`src/design/twelve_hour_clock_with_alarm_defines.svh`:
```
// Assertion macros shared by the twelve-hour clock RTL.
`ifndef TWELVE_HOUR_CLOCK_WITH_ALARM_DEFINES_SVH
`define TWELVE_HOUR_CLOCK_WITH_ALARM_DEFINES_SVH

// Same-cycle implication, checked outside reset.
`define THCA_ASSERT_IMP(lbl, clk, rst_n, ante, cons, msg) \
    lbl: assert property (@(posedge clk) disable iff (!(rst_n)) (ante) |-> (cons)) \
        else $error(msg);

// Next-cycle implication, checked outside reset.
`define THCA_ASSERT_NXT(lbl, clk, rst_n, ante, cons, msg) \
    lbl: assert property (@(posedge clk) disable iff (!(rst_n)) (ante) |=> (cons)) \
        else $error(msg);

`endif

```
`src/design/thca_pkg.sv`:
```
// Types, constants and helper functions for the twelve-hour clock with alarm.
`timescale 1ns / 1ps

package thca_pkg;

    localparam int unsigned TICKS_PER_SECOND_DEF = 10;

    localparam logic [3:0] HOUR_FIRST  = 4'd1;
    localparam logic [3:0] HOUR_LAST   = 4'd12;
    localparam logic [5:0] SIXTY_LAST  = 6'd59;
    localparam logic [5:0] SNOOZE_MIN  = 6'd10;
    // minute at or above which a snooze carries into the hour (60 - 10)
    localparam logic [5:0] SNOOZE_WRAP = 6'd50;

    typedef enum logic [1:0] {
        KIND_TICK      = 2'd0,
        KIND_SET_TIME  = 2'd1,
        KIND_SET_ALARM = 2'd2,
        KIND_SNOOZE    = 2'd3
    } t_kind;

    typedef struct packed {
        logic [3:0] hours;
        logic [5:0] minutes;
        logic [5:0] seconds;
    } t_hms;

    typedef struct packed {
        t_hms now;
        logic second_advanced;
        logic alarm_match;
    } t_result;

    // zero loads as one, anything above twelve loads as twelve
    function automatic logic [3:0] clamp_hour(input logic [3:0] h);
        logic [3:0] r;
        if (h < HOUR_FIRST) begin
            r = HOUR_FIRST;
        end else if (h > HOUR_LAST) begin
            r = HOUR_LAST;
        end else begin
            r = h;
        end
        return r;
    endfunction

    function automatic logic [5:0] clamp_sixty(input logic [5:0] v);
        return (v > SIXTY_LAST) ? SIXTY_LAST : v;
    endfunction

    // twelve is followed by one
    function automatic logic [3:0] next_hour(input logic [3:0] h);
        return (h >= HOUR_LAST) ? HOUR_FIRST : h + 4'd1;
    endfunction

endpackage

```
`src/design/thca_step.sv`:
```
// Next-state and result logic for one event of the twelve-hour clock.
`timescale 1ns / 1ps

module thca_step #(
    parameter int unsigned TICKS_PER_SECOND = thca_pkg::TICKS_PER_SECOND_DEF,
    localparam int unsigned TICK_W = $clog2(TICKS_PER_SECOND)
) (
    input  thca_pkg::t_kind   i_kind,
    input  thca_pkg::t_hms    i_load,
    input  logic [TICK_W-1:0] i_tick_count,
    input  thca_pkg::t_hms    i_clock,
    input  thca_pkg::t_hms    i_alarm,
    output logic [TICK_W-1:0] o_tick_count,
    output thca_pkg::t_hms    o_clock,
    output thca_pkg::t_hms    o_alarm,
    output thca_pkg::t_result o_result
);
    import thca_pkg::*;

    localparam logic [TICK_W-1:0] TICK_LAST = TICK_W'(TICKS_PER_SECOND - 1);

    logic advanced;

    // event decode and state update
    always_comb begin
        o_tick_count = i_tick_count;
        o_clock      = i_clock;
        o_alarm      = i_alarm;
        advanced     = 1'b0;
        case (i_kind)
            KIND_TICK: begin
                if (i_tick_count >= TICK_LAST) begin
                    o_tick_count = '0;
                    advanced     = 1'b1;
                    if (i_clock.seconds >= SIXTY_LAST) begin
                        o_clock.seconds = '0;
                        if (i_clock.minutes >= SIXTY_LAST) begin
                            o_clock.minutes = '0;
                            o_clock.hours   = next_hour(i_clock.hours);
                        end else begin
                            o_clock.minutes = i_clock.minutes + 6'd1;
                        end
                    end else begin
                        o_clock.seconds = i_clock.seconds + 6'd1;
                    end
                end else begin
                    o_tick_count = i_tick_count + TICK_W'(1);
                end
            end
            KIND_SET_TIME: begin
                o_clock.hours   = clamp_hour(i_load.hours);
                o_clock.minutes = clamp_sixty(i_load.minutes);
                o_clock.seconds = clamp_sixty(i_load.seconds);
            end
            KIND_SET_ALARM: begin
                o_alarm.hours   = clamp_hour(i_load.hours);
                o_alarm.minutes = clamp_sixty(i_load.minutes);
                o_alarm.seconds = clamp_sixty(i_load.seconds);
            end
            KIND_SNOOZE: begin
                // only acts while the alarm is ringing
                if (i_alarm == i_clock) begin
                    if (i_alarm.minutes >= SNOOZE_WRAP) begin
                        o_alarm.minutes = i_alarm.minutes - SNOOZE_WRAP;
                        o_alarm.hours   = next_hour(i_alarm.hours);
                    end else begin
                        o_alarm.minutes = i_alarm.minutes + SNOOZE_MIN;
                    end
                end
            end
            default: begin
            end
        endcase
    end

    // result reflects the state after the event
    always_comb begin
        o_result.now             = o_clock;
        o_result.second_advanced = advanced;
        o_result.alarm_match     = (o_alarm == o_clock);
    end

endmodule

```
`src/design/twelve_hour_clock_with_alarm.sv`:
```
// Top level of the twelve-hour real-time clock with alarm and snooze.
// Usage:
//   Input channel (i_in_valid / o_in_ready) carries one event per beat:
//   i_kind selects tick, set time, set alarm or snooze; the hour, minute and
//   second fields are used only by the two set events and are clamped.
//   Output channel (o_out_valid / i_out_ready) returns exactly one result
//   beat per event: the time after the event, whether a tick rolled the
//   seconds, and whether the alarm equals the time.
// Timing:
//   The result of an accepted event is registered in the output register, or
//   in the skid register while the output register still holds a result.
//   Throughput is one event per cycle while o_in_ready is high; between the
//   state registers and the output register lies the single update stage.
// Stalls:
//   A two-entry output buffer (output register plus skid register) lets one
//   more event be taken while a result waits; o_in_ready drops only when
//   both entries are full.
// Reset:
//   i_rst_n low for one edge sets the time and alarm to 12:00:00, clears
//   the tick count and empties the output buffer.
`timescale 1ns / 1ps

module twelve_hour_clock_with_alarm #(
    parameter int unsigned TICKS_PER_SECOND = thca_pkg::TICKS_PER_SECOND_DEF
) (
    input  logic       i_clk,
    input  logic       i_rst_n,
    input  logic       i_in_valid,
    output logic       o_in_ready,
    input  logic [1:0] i_kind,
    input  logic [3:0] i_hour_value,
    input  logic [5:0] i_minute_value,
    input  logic [5:0] i_second_value,
    output logic       o_out_valid,
    input  logic       i_out_ready,
    output logic [3:0] o_now_hours,
    output logic [5:0] o_now_minutes,
    output logic [5:0] o_now_seconds,
    output logic       o_second_advanced,
    output logic       o_alarm_match
);
    import thca_pkg::*;

    `include "twelve_hour_clock_with_alarm_defines.svh"

    localparam int unsigned TICK_W = $clog2(TICKS_PER_SECOND);

    logic [TICK_W-1:0] r_tick;
    t_hms              r_clock;
    t_hms              r_alarm;
    logic [TICK_W-1:0] n_tick;
    t_hms              n_clock;
    t_hms              n_alarm;
    t_hms              load;
    t_result           step_result;

    t_result r_out;
    logic    r_out_valid;
    t_result r_skid;
    logic    r_skid_valid;

    logic in_beat;
    logic out_beat;

    assign o_in_ready = !r_skid_valid;
    assign in_beat    = i_in_valid && o_in_ready;
    assign out_beat   = r_out_valid && i_out_ready;

    assign load.hours   = i_hour_value;
    assign load.minutes = i_minute_value;
    assign load.seconds = i_second_value;

    thca_step #(
        .TICKS_PER_SECOND(TICKS_PER_SECOND)
    ) u_step (
        .i_kind      (t_kind'(i_kind)),
        .i_load      (load),
        .i_tick_count(r_tick),
        .i_clock     (r_clock),
        .i_alarm     (r_alarm),
        .o_tick_count(n_tick),
        .o_clock     (n_clock),
        .o_alarm     (n_alarm),
        .o_result    (step_result)
    );

    // clock and alarm state, updated on every accepted beat
    always_ff @(posedge i_clk) begin
        if (!i_rst_n) begin
            r_tick  <= '0;
            r_clock <= '{hours: HOUR_LAST, minutes: 6'd0, seconds: 6'd0};
            r_alarm <= '{hours: HOUR_LAST, minutes: 6'd0, seconds: 6'd0};
        end else if (in_beat) begin
            r_tick  <= n_tick;
            r_clock <= n_clock;
            r_alarm <= n_alarm;
        end
    end

    // output buffer valid flags
    always_ff @(posedge i_clk) begin
        if (!i_rst_n) begin
            r_out_valid  <= 1'b0;
            r_skid_valid <= 1'b0;
        end else if (out_beat) begin
            if (r_skid_valid) begin
                r_skid_valid <= 1'b0;
            end else begin
                r_out_valid <= in_beat;
            end
        end else if (in_beat) begin
            if (r_out_valid) begin
                r_skid_valid <= 1'b1;
            end else begin
                r_out_valid <= 1'b1;
            end
        end
    end

    // output buffer payload
    always_ff @(posedge i_clk) begin
        if (out_beat) begin
            if (r_skid_valid) begin
                r_out <= r_skid;
            end else if (in_beat) begin
                r_out <= step_result;
            end
        end else if (in_beat) begin
            if (r_out_valid) begin
                r_skid <= step_result;
            end else begin
                r_out <= step_result;
            end
        end
    end

    assign o_out_valid       = r_out_valid;
    assign o_now_hours       = r_out.now.hours;
    assign o_now_minutes     = r_out.now.minutes;
    assign o_now_seconds     = r_out.now.seconds;
    assign o_second_advanced = r_out.second_advanced;
    assign o_alarm_match     = r_out.alarm_match;

    // checks
    `THCA_ASSERT_IMP(a_skid_behind_out, i_clk, i_rst_n, r_skid_valid, r_out_valid, "skid full with output empty")
    `THCA_ASSERT_IMP(a_hour_range, i_clk, i_rst_n, 1'b1, (r_clock.hours >= HOUR_FIRST) && (r_clock.hours <= HOUR_LAST) && (r_alarm.hours >= HOUR_FIRST) && (r_alarm.hours <= HOUR_LAST), "hour out of range")
    `THCA_ASSERT_IMP(a_min_sec_range, i_clk, i_rst_n, 1'b1, (r_clock.minutes <= SIXTY_LAST) && (r_clock.seconds <= SIXTY_LAST) && (r_alarm.minutes <= SIXTY_LAST) && (r_alarm.seconds <= SIXTY_LAST), "minute or second out of range")
    `THCA_ASSERT_IMP(a_tick_range, i_clk, i_rst_n, 1'b1, r_tick <= TICK_W'(TICKS_PER_SECOND - 1), "tick count past period")
    `THCA_ASSERT_NXT(a_result_follows, i_clk, i_rst_n, in_beat, r_out_valid, "accepted beat left no result")

endmodule
```
`config.mk`:
```
export PLATFORM = sky130hd
export DESIGN_NAME = twelve_hour_clock_with_alarm
export DESIGN_NICKNAME = d
export VERILOG_FILES = /design/src/design/thca_pkg.sv /design/src/design/thca_step.sv /design/src/design/twelve_hour_clock_with_alarm.sv
export VERILOG_INCLUDE_DIRS = /design/src /design/src/design
export SDC_FILE = /design/constraint.sdc
export NUM_CORES = 1
export LEC_CHECK = 0
export ABC_AREA = 1
export BUFFER_PORTS_ARGS = -buffer_cell sky130_fd_sc_hd__buf_2
export CAP_MARGIN = 30
export CORE_AREA = 2 2 102 104
export CTS_BUF_LIST = sky130_fd_sc_hd__clkbuf_4
export DETAILED_ROUTE_END_ITERATION = 8
export DIE_AREA = 0 0 104 106
export PLACE_DENSITY = 0.67
export SYNTH_ARGS = -nofsm -noshare
export SYNTH_HDL_FRONTEND = slang
export SYNTH_SLANG_ARGS = --single-unit
```
`constraint.sdc`:
```
create_clock -name i_clk -period 4.2 [get_ports i_clk]
set_clock_uncertainty 0.15 [all_clocks]
set_input_delay 0.42 -clock i_clk [delete_from_list [all_inputs] [get_ports i_clk]]
set_output_delay 0.42 -clock i_clk [all_outputs]
set_load 0.03 [all_outputs]
```
* Word level (Yosys, flattened, before mapping) *
Cells that the tools add are included.

word-level totals
  flip-flop bits (word level) = 74
  input bits = 22
  output and inout port bits = 20

operators by class
  bitwise logic cells = 2
  add/sub/neg operators = 7
  mux-type cells = 28
  equality and inequality tests = 7
  reductions and logical operators = 12
  order comparisons = 10

operator list
  operator             count
  $mux 18              5
  $mux 6               6
  $eq 16x16->1         2
  $pmux 16 s2          1
  $mux 4               7
  $mux 10              2
  $pmux 10 s2          1
  $ge 6x6->1 const B   3
  $mux 16              1
  $add 4x1->4 const B  3
  $add 6x1->6 const B  2
  $ge 4x4->1 const B   3
  $gt 6x6->1 const B   2
  $add 6x4->6 const B  1
  $reduce_and 2->1     3
  $reduce_and 3->1     2
  $sub 6x6->6 const B  1
  $mux 1               5
  $eq 2x2->1 const B   2
  $gt 4x4->1 const B   1
  $lt 4x1->1 const B   1
  $reduce_bool 2->1    2
  $eq 2x1->1 const B   1
  $logic_and 1x1->1    2
  other kinds (6)      7

* Longest topological paths before layout *
  word-level depth = 10
  depth in mapped cells = 19
  mapped depth without buffers = 19

* Hierarchy *
A second synthesis with hierarchy kept.

second synthesis, totals
  cell total of the unflattened synthesis = 804
  area total of the unflattened synthesis = 5,358.9 um^2

by module, submodules not included
  module                        area an instance (um^2)  cells an instance  sequential area each (um^2)  times used
  twelve_hour_clock_with_alarm  2,939.1                  304                1,841.8                      1
  thca_step                     2,419.8                  500                0.0                          1

* Worst setup path before layout *
No wires, ideal clock.

  path kind = register to register
  from = register r_skid_valid
  to = register r_skid[0] (netlist bit), enable pin
  library setup time = 393 ps
  setup slack = 1,877 ps
  stages on the path, launching flop included = 5
  arrival time = 1,780 ps
  required time = 3,657 ps
  cells stage by stage = dfxtp_1 inv_1 nand2_1 clkbuf_1 nor2_1

on the way
  longest elaborated chain between the ends = 3

RTL lines
  item                               line                                 RTL
  start, declared                    twelve_hour_clock_with_alarm.sv:60   logic r_skid_valid;
  start signal, assigned             twelve_hour_clock_with_alarm.sv:104  r_skid_valid <= 1'b0;
  start signal, assigned             twelve_hour_clock_with_alarm.sv:107  r_skid_valid <= 1'b0;
  start signal, assigned             twelve_hour_clock_with_alarm.sv:113  r_skid_valid <= 1'b1;
  $logic_not 1->1                    twelve_hour_clock_with_alarm.sv:65   assign o_in_ready = !r_skid_valid;
  via o_in_ready                     twelve_hour_clock_with_alarm.sv:29   output logic o_in_ready,
  $logic_and 1x1->1                  twelve_hour_clock_with_alarm.sv:66   assign in_beat = i_in_valid && o_in_ready;
  $reduce_and 3->1 (no source line)  --
  end signal, assigned               twelve_hour_clock_with_alarm.sv:130  r_skid <= step_result;
  end, declared                      twelve_hour_clock_with_alarm.sv:59   t_result r_skid;

The timed path passes the listed nets, and every way through them passes these cells.
A chain may end at the register's enable or synchronous reset.

==> impl_results.md <==
- Internal power: 1130 µW
- Netlist cell types: 34
- Vias after detailed routing: 4749
- Worst slew pin tran: 0.683 ns
- Largest net degree at the start of global routing: 44
- NumNets Final: 779
- Crit path kind: flop to flop
- Htree depth: 3
- WP buf/inv: 2
- Post-Syn Nets: 743
- Layout cell share with drive strength beyond 1: 15.5%
- TritonCTS clock tree: built
- Max-slew violation count: 0
- Clk root buf: clkbuf_4
- Die X-Extent: 104 µm
- PD cells: 332 mW/mm²
- Cell area after synthesis: 0.00484 mm²
- Slowest cell on the critical path: dfxtp_1
- Clock power frac: 25.7%
- Post-synth top area share: 22.3%
- Rows: 37
- Initial Util: 48.4%
- Cell taking the most area after synthesis: edfxtp_1
- WP data arrival: 2.72 ns
- Critical Path Sink Type: flop
- Drt first pass iters: 5
- Antenna violations before repair: 0
- Grt ovf: 0
- Top cells by area, synth: edfxtp_1 (22%), dfxtp_1 (16%), nand2_1 (15%), inv_1 (7.4%), a21oi_1 (5.4%)
- Die Footprint: 0.0110 mm²
- Global-route wire length before repair: 21900 µm
- LEAKAGE: 0.00265 µW
- Clk_lat worst skew: 0.44 ns
- Clock transition at path regs: 0.14 ns
- Sequential Power Share: 48.8%
- Total CTS buffers: 9
- Family with the most delay on the worst path: simple AND/OR/NAND/NOR gates
- HPWL Detailed: 10200 µm
- Post-CTS setup buffer count: 0
- Net Sw Frac: 35.9%
- Comb power frac: 25.5%
- Syn Inst Count: 712
- FF+latch count, synth: 74
- Number of synthesized flops with an enable pin: 36
- Ant diodes: 0
- Sequential element share of the synthesized area: 38.0%
- Vias in the first global route: 4456
- Gp weighted congestion: 0.921
- Switch Pwr: 635 µW
- Slew headroom: 54.4%
- Detail Route Antenna Nets: 0
- Final min period: 2.71 ns
- Worst Setup Start Kind: flop
- Die height: 106 µm
- Final period util: 64.6%
- CP dominant cell by count: nand2_1
- Yosys synthesis warning count: 0
- # setup viols final: 0
- Type of the tightest min-delay check: input port to flop
- DR vias/cell: 5.34
- Core ar.: 0.0100 mm²
- Post-Route WL: 13300 µm
- Worst path cell trace: inv_1, ha_1, nor2_1, nand2_1, nand2_2, nor2_8, o211ai_1, nand2_1, nor2_1, inv_1, nand2_1, nand2_1, nand2_1, nor2_1, nand3_1, a21oi_1
- DRC viols: 0
- Final Instance Count excl. Fillers: 889
- CP required: 4.20 ns
- RSZ-0062 raised after global routing: no
- Tot GR Track Use: 24.9%
- Maxcap violations: 0
- Placed cells: 873
- Syn-to-layout area delta: 9.84%
- CTS Buffer Depth: 2
- Peak supply drop: 0.141 mV
- Sink Count: 74
- Status: complete, no violations
- Critical path's largest stage delay: 0.38 ns
- FFs w/ async S/R, synth: 0%
- Syn Area/Cell: 6.80 µm²
- Setup TNS: 0 ns
- Maximum clock rate: 369 MHz
- Cts hold-fix bufs: 0
- Hold Fails Final Rpt: 0
- Number of port buffers: 41
- Dominant synthesized flop cell: dfxtp_1
- Boundary pin count: 42
- Worst-path fanout max: 9
- DRT iter0 DRCs: 417
- Drt wl/cell: 15.0 µm
- CTS resizes: 0
[per-stage QoR]
stage               total power (µW)  cell area (µm²)  hold slack [ns]  setup WS [ns]  utilization, %
finish                          1770             5320           0.0799           1.49            53.2
global route                    1860             5320           0.0926           1.29            53.2
CTS                             1780             5320           0.0651           1.50            53.2
detailed placement              1320             5180            0.331           1.33            51.8
global placement                1320             5150            0.322           1.36            51.6
floorplan                       1200             4840            0.309           1.88               -
[synthesized netlist by cell type, drive strengths merged, types with 8 or more instances]
cell type / instances
a21oi: 55
o22ai: 12
nand4: 9
nand3: 52
clkbuf: 13
buf: 8
nand2: 206
a31oi: 9
inv: 120
o21ai: 63
nor2: 61
edfxtp: 36
ha: 9
dfxtp: 38
[final timing paths]
check                           startpoint             to  slack [ns]  cells after the start
worst min-delay path            i_in_valid   r_skid_valid        0.08                      3
worst min register to register   r_tick[3]      r_tick[3]        0.35                      2
worst max register to register   r_tick[1]  o_alarm_match        1.49                     16
worst max-delay path             r_tick[1]  o_alarm_match        1.49                     16
[power groups by stage]
stage	sequential (µW)	combinational [µW]	clock, µW
final	862	451	455
after global routing	870	504	489
after CTS	861	448	466
after detailed placement	878	446	0
after global placement	877	440	0
after floorplan	898	300	0
[layout by cell type (no fill, tap or decap), drive strengths merged, types with 2 or more instances in the layout]
master    instances
nor3              3
a22oi             2
a21oi            55
a31oi             9
buf              46
clkinvlp          3
dfxtp            38
nand3            52
nand4             9
o22ai            12
o211ai            2
inv             120
clkbuf            9
xnor2             4
ha                9
clkinv            5
edfxtp           36
nor2             61
xor2              4
o21ai            63
nand2           206
[area by class of cell]
type | count | area (µm²)
clock buffer | 9 | 67.6
clock inverter | 7 | 70.1
fill | 1033 | 4680
inverter | 122 | 458
multi-input combinational | 495 | 2450
sequential | 74 | 1840
tap | 136 | 170
timing repair buffer | 46 | 263
[worst register-to-register path, cell delays in order (launching register included)]
cell and delay (ns):
dfxtp_1 0.38, inv_1 0.09, ha_1 0.18, nor2_1 0.16, nand2_1 0.09, nand2_2 0.20
nor2_8 0.08, o211ai_1 0.17, nand2_1 0.08, nor2_1 0.24, inv_1 0.16, nand2_1 0.09
nand2_1 0.07, nand2_1 0.07, nor2_1 0.04, nand3_1 0.10, a21oi_1 0.07
[kinds of logic after synthesis]
kind of cell    Yosys count  share of synthesized area (%)
flops                    74                           38.0
xor+xnor                  8                           1.45
fa+ha+maj                 9                           2.33
compound gates          145                           16.2
simple gates            333                           30.6
buf+inv                 143                           11.4
[sequential cells by signal, indices dropped and copies added, names as in the netlist]
signal / flops
o_now_seconds: 6
r_alarm: 16
o_second_advanced: 1
o_alarm_match: 1
o_now_hours: 4
o_out_valid: 1
r_clock: 16
r_tick: 4
r_skid_valid: 1
r_skid: 18
o_now_minutes: 6
[routing by layer]
layer | global-route usage (%) | routed length (µm) | vias to the layer above
met5 | 0 | 0 | -
met4 | 9.75 | 339 | 0
met3 | 3.07 | 883 | 25
met2 | 39.6 | 5880 | 179
met1 | 34.7 | 6210 | 2163
li1 | - | - | 2382
Note: power is estimated with default switching activity, not from simulation.
